**config.mk**
```make
export PLATFORM = sky130hd
export DESIGN_NAME = integer_point_upscaler
export DESIGN_NICKNAME = d
export VERILOG_FILES = /design/src/rtl/ipu_pkg.sv /design/src/rtl/ipu_ctrl.sv /design/src/rtl/ipu_datapath.sv /design/src/rtl/integer_point_upscaler.sv
export SDC_FILE = /design/constraint.sdc
export NUM_CORES = 1
export LEC_CHECK = 0
export ABC_AREA = 1
export BUFFER_PORTS_ARGS = -buffer_cell sky130_fd_sc_hd__buf_4
export CAP_MARGIN = 10
export CORE_UTILIZATION = 33
export DETAILED_ROUTE_END_ITERATION = 10
export SETUP_SLACK_MARGIN = 0.02
export SYNTH_ARGS = -nofsm -noshare
export SYNTH_HDL_FRONTEND = slang
export SYNTH_SLANG_ARGS = --single-unit
```
**constraint.sdc**
```tcl
create_clock -name aclk -period 6.2 [get_ports aclk]
set_input_delay 0.93 -clock aclk [delete_from_list [all_inputs] [get_ports aclk]]
set_output_delay 0.93 -clock aclk [all_outputs]
set_load 0.01 [all_outputs]
```
**src/rtl/ipu_pkg.sv**
```systemverilog
// Shared types and constants of the integer point upscaler.
// Used by the controller, the datapath and the top level.
package ipu_pkg;

    localparam int SCALE_W = 4;           // scale_factor register width
    localparam int DIM_W   = 12;          // image_width / image_height register width
    localparam int LINE_W  = 3;           // copy and line counters inside one block
    localparam int PIX_W   = 32;
    localparam int ADDR_W  = 30;
    localparam int IDX_W   = ADDR_W - 1;  // pixel index, enough for the 2-byte mode
    localparam int CFG_IDX_W = 2;

    localparam logic [SCALE_W-1:0] SCALE_RST  = 4'd1;
    localparam logic [DIM_W-1:0]   WIDTH_RST  = 12'd320;
    localparam logic [DIM_W-1:0]   HEIGHT_RST = 12'd200;
    localparam logic               MODE_RST   = 1'b1;

    typedef enum logic [CFG_IDX_W-1:0] {
        REG_SCALE  = 2'd0,
        REG_WIDTH  = 2'd1,
        REG_HEIGHT = 2'd2,
        REG_MODE   = 2'd3
    } cfg_reg_t;

    typedef enum logic [2:0] {
        ST_IDLE,
        ST_MUL1,
        ST_MUL2,
        ST_BASE,
        ST_EMIT
    } ipu_state_t;

    typedef struct packed {
        logic load;   // take the input word, step the position counters
        logic mul1;   // pitch, row*scale, column*scale
        logic mul2;   // row offset = row*scale*pitch
        logic base;   // block start index, clear block counters
        logic emit;   // load the output register and step through the block
    } ipu_cmd_t;

    typedef struct packed {
        logic out_free;  // output register empty or being taken
        logic blk_last;  // current write is the last of the block
    } ipu_stat_t;

endpackage

```
**src/rtl/ipu_ctrl.sv**
```systemverilog
// Controller of the integer point upscaler: sequences setup and block writes.
// Depends on ipu_pkg.
module ipu_ctrl import ipu_pkg::*; (
    input  logic      aclk,
    input  logic      aresetn,
    input  logic      s_tvalid,
    output logic      s_tready,
    input  ipu_stat_t stat,
    output ipu_cmd_t  cmd
);

    ipu_state_t state_reg, state_next;

    always_ff @(posedge aclk) begin
        if (!aresetn) begin
            state_reg <= ST_IDLE;
        end else begin
            state_reg <= state_next;
        end
    end

    always_comb begin
        state_next = state_reg;
        unique case (state_reg)
            ST_IDLE: begin
                if (s_tvalid) begin
                    state_next = ST_MUL1;
                end
            end
            ST_MUL1: state_next = ST_MUL2;
            ST_MUL2: state_next = ST_BASE;
            ST_BASE: state_next = ST_EMIT;
            ST_EMIT: begin
                if (stat.out_free && stat.blk_last) begin
                    state_next = ST_IDLE;
                end
            end
            default: state_next = ST_IDLE;
        endcase
    end

    always_comb begin
        cmd      = '0;
        s_tready = 1'b0;
        unique case (state_reg)
            ST_IDLE: begin
                s_tready = 1'b1;
                cmd.load = s_tvalid;
            end
            ST_MUL1: cmd.mul1 = 1'b1;
            ST_MUL2: cmd.mul2 = 1'b1;
            ST_BASE: cmd.base = 1'b1;
            ST_EMIT: cmd.emit = stat.out_free;
            default: cmd = '0;
        endcase
    end

endmodule

```
**src/rtl/ipu_datapath.sv**
```systemverilog
// Datapath of the integer point upscaler: position counters, address
// arithmetic and the output register. Depends on ipu_pkg.
module ipu_datapath import ipu_pkg::*; #(
    parameter int MAX_WIDTH  = 2048,
    parameter int MAX_HEIGHT = 2048,
    localparam int CW = (MAX_WIDTH  > 1) ? $clog2(MAX_WIDTH)  : 1,
    localparam int RW = (MAX_HEIGHT > 1) ? $clog2(MAX_HEIGHT) : 1,
    localparam int WW = $clog2(MAX_WIDTH + 1),
    localparam int HW = $clog2(MAX_HEIGHT + 1)
) (
    input  logic               aclk,
    input  logic               aresetn,
    input  logic [SCALE_W-1:0] scale_eff,
    input  logic [WW-1:0]      width_eff,
    input  logic [HW-1:0]      height_eff,
    input  logic               pixel_mode,
    input  logic [PIX_W-1:0]   pixel_in,
    input  logic               frame_start,
    input  ipu_cmd_t           cmd,
    output ipu_stat_t          stat,
    output logic               m_tvalid,
    input  logic               m_tready,
    output logic [ADDR_W-1:0]  dest_byte_address,
    output logic [PIX_W-1:0]   pixel_out,
    output logic               last_copy,
    output logic               frame_done
);

    localparam int PW  = WW + SCALE_W;   // pitch in pixels
    localparam int RSW = RW + SCALE_W;   // row * scale
    localparam int CSW = CW + SCALE_W;   // column * scale
    localparam int PRW = RSW + PW;

    // position of the next pixel
    logic [CW-1:0] col_reg, col_next;
    logic [RW-1:0] row_reg, row_next;

    // current item
    logic [CW-1:0]    item_col_reg;
    logic [RW-1:0]    item_row_reg;
    logic [PIX_W-1:0] item_pix_reg;
    logic             item_fend_reg;

    logic [PW-1:0]    pitch_reg;
    logic [RSW-1:0]   row_s_reg;
    logic [CSW-1:0]   col_s_reg;
    logic [PRW-1:0]   prod_reg;
    logic [IDX_W-1:0] line_base_reg;
    logic [IDX_W-1:0] cur_idx_reg;
    logic [LINE_W-1:0] cpy_reg;
    logic [LINE_W-1:0] line_reg;

    logic              out_valid_reg;
    logic [ADDR_W-1:0] out_addr_reg;
    logic [PIX_W-1:0]  out_pix_reg;
    logic              out_last_reg;
    logic              out_done_reg;

    logic [CW-1:0]   cur_col;
    logic [RW-1:0]   cur_row;
    logic            row_end, frame_end;
    logic            cpy_end, line_end;
    logic [IDX_W-1:0] pitch_idx;

    assign cur_col   = frame_start ? '0 : col_reg;
    assign cur_row   = frame_start ? '0 : row_reg;
    assign row_end   = ((WW + 1)'(cur_col) + (WW + 1)'(1)) >= (WW + 1)'(width_eff);
    assign frame_end = row_end &&
                       (((HW + 1)'(cur_row) + (HW + 1)'(1)) >= (HW + 1)'(height_eff));

    always_comb begin
        col_next = col_reg;
        row_next = row_reg;
        if (cmd.load) begin
            if (row_end) begin
                col_next = '0;
                row_next = frame_end ? '0 : cur_row + RW'(1);
            end else begin
                col_next = cur_col + CW'(1);
                row_next = cur_row;
            end
        end
    end

    always_ff @(posedge aclk) begin
        if (!aresetn) begin
            col_reg <= '0;
            row_reg <= '0;
        end else begin
            col_reg <= col_next;
            row_reg <= row_next;
        end
    end

    assign cpy_end   = ({1'b0, cpy_reg}  + SCALE_W'(1)) == scale_eff;
    assign line_end  = ({1'b0, line_reg} + SCALE_W'(1)) == scale_eff;
    assign pitch_idx = IDX_W'(pitch_reg);

    always_ff @(posedge aclk) begin
        if (cmd.load) begin
            item_col_reg  <= cur_col;
            item_row_reg  <= cur_row;
            item_fend_reg <= frame_end;
            item_pix_reg  <= pixel_mode ? pixel_in : {16'h0000, pixel_in[15:0]};
        end
        if (cmd.mul1) begin
            pitch_reg <= width_eff * scale_eff;
            row_s_reg <= item_row_reg * scale_eff;
            col_s_reg <= item_col_reg * scale_eff;
        end
        if (cmd.mul2) begin
            prod_reg <= row_s_reg * pitch_reg;
        end
        if (cmd.base) begin
            line_base_reg <= IDX_W'(prod_reg) + IDX_W'(col_s_reg);
            cur_idx_reg   <= IDX_W'(prod_reg) + IDX_W'(col_s_reg);
            cpy_reg       <= '0;
            line_reg      <= '0;
        end
        if (cmd.emit) begin
            out_addr_reg <= pixel_mode ? {cur_idx_reg[ADDR_W-3:0], 2'b00}
                                       : {cur_idx_reg, 1'b0};
            out_pix_reg  <= item_pix_reg;
            out_last_reg <= cpy_end && line_end;
            out_done_reg <= cpy_end && line_end && item_fend_reg;
            // advance along the line, or drop to the start of the next line
            if (cpy_end) begin
                cpy_reg       <= '0;
                line_reg      <= line_reg + LINE_W'(1);
                line_base_reg <= line_base_reg + pitch_idx;
                cur_idx_reg   <= line_base_reg + pitch_idx;
            end else begin
                cpy_reg     <= cpy_reg + LINE_W'(1);
                cur_idx_reg <= cur_idx_reg + IDX_W'(1);
            end
        end
    end

    always_ff @(posedge aclk) begin
        if (!aresetn) begin
            out_valid_reg <= 1'b0;
        end else if (cmd.emit) begin
            out_valid_reg <= 1'b1;
        end else if (m_tready) begin
            out_valid_reg <= 1'b0;
        end
    end

    assign stat.out_free = !out_valid_reg || m_tready;
    assign stat.blk_last = cpy_end && line_end;

    assign m_tvalid          = out_valid_reg;
    assign dest_byte_address = out_addr_reg;
    assign pixel_out         = out_pix_reg;
    assign last_copy         = out_last_reg;
    assign frame_done        = out_done_reg;

endmodule

```
**src/rtl/integer_point_upscaler.sv**
```systemverilog
// Top level of the integer point upscaler: configuration registers and
// limits, controller and datapath. Depends on ipu_pkg, ipu_ctrl, ipu_datapath.
//
//  channel | dir | handshake          | content
//  --------+-----+--------------------+----------------------------------------
//  s_      | in  | s_tvalid/s_tready  | source pixel word, frame start in tuser
//  m_      | out | m_tvalid/m_tready  | one buffer write: address, pixel, flags
//  cfg_    | in  | cfg_valid/cfg_ready| register index and write data
//
// Each input word is taken in the idle state, then passes the setup steps
// (pitch and row offset multiplies, block start) and scale*scale buffer writes,
// one buffer write per cycle while the output does not stall. The next word
// is taken while the last write of the previous one still sits in the output
// register. Output stalls hold the write sequence. Synchronous active-low reset
// clears the position counters and loads the register defaults; the config port
// is always ready.
module integer_point_upscaler import ipu_pkg::*; #(
    parameter int MAX_WIDTH  = 2048,
    parameter int MAX_HEIGHT = 2048,
    parameter int MAX_SCALE  = 8
) (
    input  logic                 aclk,
    input  logic                 aresetn,
    input  logic                 s_tvalid,
    output logic                 s_tready,
    input  logic [31:0]          s_tdata,   // [31:0] pixel_in
    input  logic [0:0]           s_tuser,   // [0] frame_start
    output logic                 m_tvalid,
    input  logic                 m_tready,
    output logic [63:0]          m_tdata,   // [29:0] dest_byte_address, [61:30] pixel_out
    output logic                 m_tlast,   // last_copy
    output logic [0:0]           m_tuser,   // [0] frame_done
    input  logic                 cfg_valid,
    output logic                 cfg_ready,
    input  logic [CFG_IDX_W-1:0] cfg_index,
    input  logic [DIM_W-1:0]     cfg_data
);

    localparam int WW = $clog2(MAX_WIDTH + 1);
    localparam int HW = $clog2(MAX_HEIGHT + 1);

    logic [SCALE_W-1:0] scale_reg;
    logic [DIM_W-1:0]   width_reg;
    logic [DIM_W-1:0]   height_reg;
    logic               mode_reg;

    logic [SCALE_W-1:0] scale_eff;
    logic [WW-1:0]      width_eff;
    logic [HW-1:0]      height_eff;

    ipu_cmd_t          cmd;
    ipu_stat_t         stat;
    logic [ADDR_W-1:0] dest_addr;
    logic [PIX_W-1:0]  pix_out;
    logic              done;

    assign cfg_ready = 1'b1;

    always_ff @(posedge aclk) begin
        if (!aresetn) begin
            scale_reg  <= SCALE_RST;
            width_reg  <= WIDTH_RST;
            height_reg <= HEIGHT_RST;
            mode_reg   <= MODE_RST;
        end else if (cfg_valid) begin
            unique case (cfg_reg_t'(cfg_index))
                REG_SCALE:  scale_reg  <= cfg_data[SCALE_W-1:0];
                REG_WIDTH:  width_reg  <= cfg_data;
                REG_HEIGHT: height_reg <= cfg_data;
                REG_MODE:   mode_reg   <= cfg_data[0];
                default: ;
            endcase
        end
    end

    // zero reads as one, anything above the limit saturates
    always_comb begin
        if (scale_reg == '0) begin
            scale_eff = SCALE_W'(1);
        end else if ((SCALE_W + 1)'(scale_reg) > (SCALE_W + 1)'(MAX_SCALE)) begin
            scale_eff = SCALE_W'(MAX_SCALE);
        end else begin
            scale_eff = scale_reg;
        end
        if (width_reg == '0) begin
            width_eff = WW'(1);
        end else if ((DIM_W + 2)'(width_reg) > (DIM_W + 2)'(MAX_WIDTH)) begin
            width_eff = WW'(MAX_WIDTH);
        end else begin
            width_eff = WW'(width_reg);
        end
        if (height_reg == '0) begin
            height_eff = HW'(1);
        end else if ((DIM_W + 2)'(height_reg) > (DIM_W + 2)'(MAX_HEIGHT)) begin
            height_eff = HW'(MAX_HEIGHT);
        end else begin
            height_eff = HW'(height_reg);
        end
    end

    ipu_ctrl u_ctrl (
        .aclk     (aclk),
        .aresetn  (aresetn),
        .s_tvalid (s_tvalid),
        .s_tready (s_tready),
        .stat     (stat),
        .cmd      (cmd)
    );

    ipu_datapath #(
        .MAX_WIDTH  (MAX_WIDTH),
        .MAX_HEIGHT (MAX_HEIGHT)
    ) u_datapath (
        .aclk              (aclk),
        .aresetn           (aresetn),
        .scale_eff         (scale_eff),
        .width_eff         (width_eff),
        .height_eff        (height_eff),
        .pixel_mode        (mode_reg),
        .pixel_in          (s_tdata),
        .frame_start       (s_tuser[0]),
        .cmd               (cmd),
        .stat              (stat),
        .m_tvalid          (m_tvalid),
        .m_tready          (m_tready),
        .dest_byte_address (dest_addr),
        .pixel_out         (pix_out),
        .last_copy         (m_tlast),
        .frame_done        (done)
    );

    assign m_tdata = {2'b00, pix_out, dest_addr};
    assign m_tuser = done;

endmodule
```
==> results.md, run 1 <==
Status:
- The run finished with clean final reports.

Global route:
- The number of antenna violations at the first check in global routing is 1.
- Global routing used 30.5% of the available met2 tracks.
- The total overflow left after global routing is 0.
- The via count of the first global-routing pass is 23207.
- Entering global routing, the biggest net connects 75 pins.
- The first global-routing pass estimated 124 mm of wire.
- The met1 usage in global routing is 24.3%.
- The met3 demand-to-capacity share in global routing is 1.98%.
- The most used routing layer in global routing is met2.
- For this run, the total global-route usage over all layers was measured as 18.0%.

Synthesis:
- Counting flops with a built-in enable in the synthesized netlist gives 225.
- After synthesis the cells add up to 28400 um^2.
- The dominant cell type by area after synthesis is sky130_fd_sc_hd__edfxtp_1.
- In the synthesized netlist the async set-or-reset flop fraction comes to 0%.
- Sorting the synthesized cells by area gives the leading types as sky130_fd_sc_hd__edfxtp_1, sky130_fd_sc_hd__fa_1, sky130_fd_sc_hd__nand2_1.
- The average footprint of a synthesized cell is 7.71 um^2.
- Synthesis inferred 312 register bits.
- The flip-flop cell with the highest count after synthesis is sky130_fd_sc_hd__edfxtp_1.
- In this run the biggest area consumer among cell types represents 23.8% of the synthesized area.
- Sequential elements use 29.9% of the synthesized area.
- For this run, the number of Yosys warnings is 0.
- Synthesis produced 3687 cells.
- The number of distinct standard cells referenced by the synthesized netlist is 44.

Clocking:
- The maximum root-to-sink buffer count is 3.
- The TritonCTS clock tree is done.
- The clock tree synthesis step divided the H-tree into 2 levels.
- The clock-pin slew on the worst setup and hold paths is 0.06 ns.
- The clock network latency to the later pin of the worst-skew pair is 0.55 ns.
- The number of sinks driven by the clock tree is 312.
- The number of gates resized after CTS was 0.
- The total clock buffers created by CTS is 36.
- The clock tree root driver cell is sky130_fd_sc_hd__clkbuf_16.

Setup path:
- The launch point of the worst reg-to-reg path is u_datapath.row_s_reg[8].
- The category of the worst setup path launch point is a flip-flop.
- The required time at the endpoint of the critical path is 6.56 ns.
- Across all register-to-register paths, the minimum setup slack is 0.26 ns.
- By startpoint and endpoint, the worst setup path is classified as flip-flop to flip-flop.
- The capture instance of the worst register-to-register path is u_datapath.prod_reg[22].
- Data arrives at the worst endpoint at 6.30 ns.
- STA classifies the critical path endpoint as a flip-flop.
- The maximum fanout encountered on the critical timing path is 16.
- The depth of the worst register-to-register path is 18.

Drt:
- The detailed router finished its first iteration with 1575 violations.
- In the routed layout, each cell is associated on average with a via count of 4.72.
- For this run, the detailed router's first-pass iteration total came to 6.
- The remaining antenna violation count is 0.
- Across all layers, the routed design uses 23528 vias.
- For this run, design rule violations remaining after detail routing come to 0.
- The average routed wire per standard cell is 15.6 um.
- The routed design has 77.7 mm of wire.

Floorplan:
- The number of top-level design ports is 121.
- The floorplan step set the die width to 295 um.
- The die boundary height is 295 um.
- The initial utilization of the core area, before any placement, comes to 33.3%.
- The row count is 107.
- The die covers 87300 um^2.
- The core region is 85300 um^2.

Power:
- In this run the static leakage power is 16.6 nW.
- Across the VDD grid, the largest voltage drop is 0.000798 V.
- For this design the ratio of total power to cell area is 489 nW/um^2.

Final layout:
- Measured on the finished design, the core utilization comes to 37.6%.
- The library cell used most frequently in the layout, excluding fill and tap cells, is sky130_fd_sc_hd__nand2_1.
- The area growth from synthesis to final layout is 12.8%.
- The area taken by flip-flops and latches is 8500 um^2.
- In the layout the commonest cells are sky130_fd_sc_hd__nand2_1, sky130_fd_sc_hd__inv_1, sky130_fd_sc_hd__nor2_1, sky130_fd_sc_hd__nand3_1, sky130_fd_sc_hd__fa_1.
- The footprint of the multi-input gates is 16700 um^2.
- 0 antenna diodes ended up in the layout.
- The layout filler cell count is 8910.
- The post-route netlist has 6.88% of its cells at a drive strength greater than 1.
- The final net count is 4299.

Timing:
- After layout, the worst path uses 95.9% of the clock period.
- The worst hold margin is 0.415 ns.
- The minimum clock period after layout is 5.94 ns.
- The hold violation count in the final report is 0.
- The worst-margin pin slew is 0.993 ns.
- The worst-case headroom to the max-slew limit is 33.7%.
- The setup clock skew after layout is 0.0237 ns.
- Setup repair after global routing left no endpoint under its margin.
- The maximum clock frequency is 168 MHz.
- Setup violations remaining at the end of the flow were counted as 0.
- The final max-slew violation count is 0.
- Adding up every negative setup slack in the final design gives 0 ns.

Hold path:
- In this run the most critical hold path is launched from u_datapath.item_pix_reg[28].
- The end point of the most critical hold path is u_datapath.pixel_out[28].
- The cell depth of the worst hold path is 0.
- The type of the worst min-delay path is flip-flop to flip-flop.

Place:
- The final HPWL from detailed placement is 63.3 mm.
- The final estimated routing congestion in global placement is 0.947.
- Buffers placed on the I/O ports in this run total 116.

Run:
- Max-cap violations in this run came to 0.
## power breakdown
part / internal [mW] / switching [mW]
registers: 2.95 / 0.316
clock network: 1.35 / 0.903
logic: 3.68 / 6.49
## worst max path at each step
stage | startpoint | endpoint | depth (start not counted)
2_1_floorplan | u_datapath.row_s_reg[11] | u_datapath.prod_reg[28] | 20
3_3_place_gp | u_datapath.pitch_reg[9] | u_datapath.prod_reg[22] | 18
3_5_place_dp | u_datapath.pitch_reg[9] | u_datapath.prod_reg[28] | 18
4_1_cts | u_datapath.pitch_reg[9] | u_datapath.prod_reg[28] | 18
5_1_grt | u_datapath.row_s_reg[5] | u_datapath.prod_reg[20] | 20
6_report | u_datapath.row_s_reg[8] | u_datapath.prod_reg[22] | 18
## synth_stat cells, types with 4 or more instances
cell type / n
sky130_fd_sc_hd__a21boi_0: 4
sky130_fd_sc_hd__a21o_1: 9
sky130_fd_sc_hd__a21oi_1: 110
sky130_fd_sc_hd__a31oi_1: 7
sky130_fd_sc_hd__and2_1: 4
sky130_fd_sc_hd__buf_1: 4
sky130_fd_sc_hd__buf_2: 5
sky130_fd_sc_hd__buf_4: 7
sky130_fd_sc_hd__clkbuf_1: 80
sky130_fd_sc_hd__clkinv_1: 4
sky130_fd_sc_hd__dfxtp_1: 87
sky130_fd_sc_hd__edfxtp_1: 225
sky130_fd_sc_hd__fa_1: 237
sky130_fd_sc_hd__ha_1: 200
sky130_fd_sc_hd__inv_1: 750
sky130_fd_sc_hd__inv_2: 5
sky130_fd_sc_hd__nand2_1: 1062
sky130_fd_sc_hd__nand3_1: 248
sky130_fd_sc_hd__nand3b_1: 10
sky130_fd_sc_hd__nand4_1: 46
sky130_fd_sc_hd__nor2_1: 285
sky130_fd_sc_hd__nor3_1: 38
sky130_fd_sc_hd__o211ai_1: 11
sky130_fd_sc_hd__o21ai_0: 90
sky130_fd_sc_hd__o21ai_1: 4
sky130_fd_sc_hd__o21bai_1: 10
sky130_fd_sc_hd__or2_2: 7
sky130_fd_sc_hd__xnor2_1: 26
sky130_fd_sc_hd__xor2_1: 89
## through the flow
stage	cells	instance area [um^2]	total power [mW]	setup WS [ns]
global route	4981	32100	17.0	0.0113
finish	4981	32100	15.7	0.256
global placement	4901	30700	13.3	0.314
floorplan	3689	28400	10.3	0.744
CTS	4966	31900	15.7	0.239
detailed placement	4901	30700	13.3	0.248
## cells by family (layout without fill, tap and decap cells)
kind of cell / after synthesis / count (layout) / share of synthesized area, %
other: 2 / 4 / 0.0264
DFF: 312 / 312 / 29.9
adders and majority gates: 437 / 437 / 25.5
and+or+nand+nor: 1715 / 1715 / 24.8
xor gates and xnor gates: 115 / 115 / 3.54
buffers and inverters: 857 / 1005 / 11.5
AOI/OAI and AO/OA: 249 / 249 / 4.78
## critical path: stages (launching register included)
cell                       delay (ns)
sky130_fd_sc_hd__edfxtp_1        0.79
sky130_fd_sc_hd__nand2_1         0.17
sky130_fd_sc_hd__fa_1            0.53
sky130_fd_sc_hd__fa_1            0.53
sky130_fd_sc_hd__inv_1           0.05
sky130_fd_sc_hd__fa_1            0.48
sky130_fd_sc_hd__fa_1            0.53
sky130_fd_sc_hd__fa_1            0.55
sky130_fd_sc_hd__inv_1           0.09
sky130_fd_sc_hd__fa_1            0.55
sky130_fd_sc_hd__inv_1           0.04
sky130_fd_sc_hd__ha_1            0.40
sky130_fd_sc_hd__nand2_1         0.12
sky130_fd_sc_hd__nor2_1          0.15
sky130_fd_sc_hd__inv_1           0.07
sky130_fd_sc_hd__nor2_1          0.14
sky130_fd_sc_hd__nand4_1         0.18
sky130_fd_sc_hd__nand3_1         0.15
sky130_fd_sc_hd__xor2_1          0.23
## layer usage
metal	share of wire (%)	vias to the layer above	wire length, um
met5	0.017	-	13
met1	45	11216	35000
li1	-	11635	-
met2	48	568	36900
met3	4.7	107	3650
met4	2.7	2	2120
## final cells by class
| type | instances | area share [%] |
|---|---|---|
| clock buffer | 47 | 3.23 |
| clock inverter | 18 | 0.624 |
| inverter | 759 | 8.89 |
| timing repair buffer | 181 | 4.28 |
| multi-input combinational | 2520 | 52.0 |
| tap | 1144 | 4.46 |
| sequential | 312 | 26.5 |
## repair_timing
action / CTS / global route
hold buffers: 0 / 0
setup buffers: 0 / 15
endpoints found under the setup margin: 0 / 7
(Power assumes the default switching activity.)
==> run 2, diff against run 1 <==
--- a/config.mk
+++ b/config.mk
@@ -10,6 +10,7 @@
 export CAP_MARGIN = 10
 export CORE_UTILIZATION = 33
 export DETAILED_ROUTE_END_ITERATION = 10
+export RECOVER_POWER = 100
 export SETUP_SLACK_MARGIN = 0.02
 export SYNTH_ARGS = -nofsm -noshare
 export SYNTH_HDL_FRONTEND = slang
==> run 2 against run 1 <==
- the run now ends with max-capacitance violations, max-slew violations left
- register-to-register slack better by 0.02 ns
- critical path depth up 2
- first-iteration DRC count up 7.2%
- sequential power about the same
- cell count unchanged
- fmax up 0.32%
- clock skew up 0.0019 ns
- hold slack worse by 0.00065 ns
==> results.md, run 2 (synthesis gave the netlist of run 1 again) <==
Status:
- The flow ran to the end, but the final reports show violations.
- The checks that failed: max-capacitance violations, max-slew violations.

Drt:
- Using the TritonRoute via totals, the vias-per-cell ratio works out to 4.72.
- The final wirelength is 77.7 mm.
- In the final routed layout, each cell accounts on average for 15.6 um.
- The post-detailed-route DRC marker count is 0.
- The first-pass iteration count of the detailed router is 5.
- The remaining antenna violation count is 0.
- The first routing iteration left 1689 violations.
- The total via count in the routed design is 23530.

Clocking:
- The later pin in the worst-skew pair is clocked with a latency of 0.55 ns.
- Counting the buffers created by CTS gives 36.
- The maximum root-to-sink buffer count is 3.
- The number of hold buffers added after CTS was 0.
- The clock tree root driver cell is sky130_fd_sc_hd__clkbuf_16.
- For this design, the sink count on the clock tree is 312.
- The clock-pin slew on the worst setup and hold paths is 0.06 ns.
- The number of H-tree levels is 2.
- TritonCTS built the clock tree.

Global route:
- The global routing stage identified its most utilized layer as met2.
- The number of antenna violations at the first check in global routing is 1.
- The via count of the first global-routing pass is 23207.
- The first global-routing pass estimated 124 mm of wire.
- The leftover overflow at the end of global routing is 0.
- Entering global routing, the biggest net connects 75 pins.
- The global-route met2 utilization is 30.5%.
- For met1 alone, demand over resource in global routing was 24.3%.
- Global routing used 18.0% of the available tracks.
- The met3 demand-to-capacity share in global routing is 1.98%.

Floorplan:
- After floorplanning, the core was divided into 107 placement rows.
- The chip width is 295 um.
- The floorplan step defined a core boundary enclosing 85300 um^2.
- Once the floorplan was initialized, standard cells occupied 33.3% of the core.
- The number of top-level design ports is 121.
- The die is 295 um tall.
- The die covers 87300 um^2.

Timing:
- Of the available clock period, the critical path in the final layout requires 95.6%.
- The worst-case headroom to the max-slew limit is -86.9%.
- Setup repair after global routing left no endpoint under its margin.
- The minimum clock period after layout is 5.93 ns.
- The final max-slew violation count came to 295.
- The worst-margin pin slew is 2.80 ns.
- The total negative setup slack is 0 ns.
- The hold violation count in the final report came to 0.
- Setup violations remaining at the end of the flow were counted as 0.
- The maximum clock frequency is 169 MHz.
- The setup clock skew after layout is 0.0256 ns.

Setup path:
- Setup slack on the worst reg-to-reg path comes out at 0.27 ns.
- The depth of the worst register-to-register path is 20.
- Data on the critical path is required at its endpoint by 6.48 ns.
- Counting buffers and inverters, the worst setup path is 20 cells deep.
- The capture instance of the worst register-to-register path is u_datapath.prod_reg[20].
- The combined buffer and inverter count along the critical path is 5.
- The largest stage delay on the critical path is 0.66 ns.
- The maximum fanout encountered on the critical timing path is 16.
- Walking the worst path, the cells encountered are nand2_1, inv_1, fa_1, inv_1, fa_1, inv_1, fa_1, inv_1, fa_1, inv_1, fa_1, fa_1, ha_1, nand2_1, nor2_1, nand3_1, nand3_1, nand2_1, o21ai_0, xor2_1.
- The category of the worst setup path capture point is a flip-flop.
- Following the worst setup path forward leads to its endpoint at u_datapath.prod_reg[20].
- The critical path arrival is 6.20 ns.
- The startpoint of the most critical setup path is u_datapath.row_s_reg[5].
- Among all stages on the critical path, the largest delay is contributed by sky130_fd_sc_hd__edfxtp_1.
- The worst setup path category is flip-flop to flip-flop.
- The category of the worst setup path launch point is a flip-flop.
- The worst register-to-register path begins at u_datapath.row_s_reg[5].
- The kind of cell adding the most delay to the critical path is adder cells.
- The most frequent cell on the critical path is sky130_fd_sc_hd__fa_1.

Power:
- For this design the total switching power over the nets is 7.67 mW.
- The clock network is responsible for 14.4% of the overall power.
- Net switching is 49.1% of the power.
- Summing internal, switching and leakage power gives 15.6 mW.
- The internal cell power is 7.97 mW.
- The register share of total power is 20.9%.
- The peak ir drop on the vdd network is 0.000796 V.
- The leakage component of the power is 16.3 nW.
- Combinational logic burns 64.7% of the power.
- Power spread over the standard cell area amounts to 493 nW/um^2.

Final layout:
- The top cell types in the final layout, fill and taps aside, are sky130_fd_sc_hd__nand2_1, sky130_fd_sc_hd__inv_1, sky130_fd_sc_hd__nor2_1, sky130_fd_sc_hd__nand3_1, sky130_fd_sc_hd__fa_1.
- The count of antenna diodes in the layout is 0.
- The fraction of layout instances using a drive strength above 1 is 4.53%.
- For this run, the post-layout net count is 4299.
- The final core utilization is 37.2%.
- The finished cells cover 31700 um^2.
- Leaving out filler cells and counting taps, the final layout contains 4981.
- The area growth from synthesis to final layout is 11.6%.
- The most common cell after layout, fill and taps aside is sky130_fd_sc_hd__nand2_1.

Place:
- The final estimated routing congestion in global placement is 0.947.
- The number of placed instances, taps included, is 4901.
- The count of buffers added on input and output ports is 116.
- The cell area after placement is 30700 um^2.
- After legalization and detailed placement, the total HPWL measured 63.3 mm.

Run:
- The reported max-cap violation count is 6.

Hold path:
- The worst hold path belongs to the class flip-flop to flip-flop.
run 2: changes by cell type in the layout (fill, tap and decap cells not counted), moves of 2 or more:
cell | before | now
sky130_fd_sc_hd__inv_1 | 750 | 754
sky130_fd_sc_hd__buf_4 | 180 | 83
sky130_fd_sc_hd__nor2_1 | 284 | 286
sky130_fd_sc_hd__nand2_1 | 1062 | 1064
sky130_fd_sc_hd__nand2_2 | 3 | 1
sky130_fd_sc_hd__inv_2 | 6 | 2
sky130_fd_sc_hd__clkbuf_4 | 0 | 17
sky130_fd_sc_hd__o21ai_0 | 90 | 93
sky130_fd_sc_hd__clkbuf_1 | 4 | 83
sky130_fd_sc_hd__o21ai_1 | 4 | 2
run 2: metal layers:
metal / wire length, um / up-vias / share of wire (%)
met3: 3720 / 113 / 4.8
met4: 2160 / 2 / 2.8
li1: - / 11635 / -
met5: 13 / - / 0.017
met1: 34800 / 11217 / 45
met2: 36900 / 563 / 48
run 2: through the flow:
step / hold WS (ns) / setup WS (ns)
6_report: 0.414 / 0.274
5_1_grt: 0.424 / 0.0113
4_1_cts: 0.418 / 0.239
3_5_place_dp: 0.405 / 0.248
3_3_place_gp: 0.401 / 0.314
2_1_floorplan: 0.400 / 0.744
run 2: final cells by class:
cell class                      instances  area (um^2)
Clock buffer                           47         1040
Inverter                              759         2850
Fill cell                            9000        53600
Tap cell                             1144         1430
Multi-Input combinational cell       2520        16600
Sequential cell                       312         8500
Timing Repair Buffer                  181         1070
Clock inverter                         18          200
run 2: worst min-delay path by stage:
stage                                     start                       end  slack, ns  cells after the start
finish              u_datapath.item_pix_reg[28]  u_datapath.pixel_out[28]       0.41                      0
floorplan            u_datapath.item_pix_reg[0]   u_datapath.pixel_out[0]       0.40                      0
detailed placement  u_datapath.item_pix_reg[18]  u_datapath.pixel_out[18]       0.40                      0
CTS                 u_datapath.item_pix_reg[22]  u_datapath.pixel_out[22]       0.42                      0
global route        u_datapath.item_pix_reg[10]  u_datapath.pixel_out[10]       0.42                      0
global placement    u_datapath.item_pix_reg[27]  u_datapath.pixel_out[27]       0.40                      0
run 2: power groups by stage:
stage / clock (mW) / sequential (mW) / combinational (mW)
after floorplan: 0 / 3.14 / 7.19
after global placement: 0 / 3.31 / 10.0
after detailed placement: 0 / 3.31 / 10.0
after CTS: 2.29 / 3.27 / 10.1
after global routing: 2.37 / 3.30 / 11.4
final: 2.25 / 3.27 / 10.1
run 2: what timing repair did:
item / 4_1_cts / 5_1_grt
resized for setup: 0 / 0
setup buffers: 0 / 15
endpoints found under the setup margin: 0 / 7
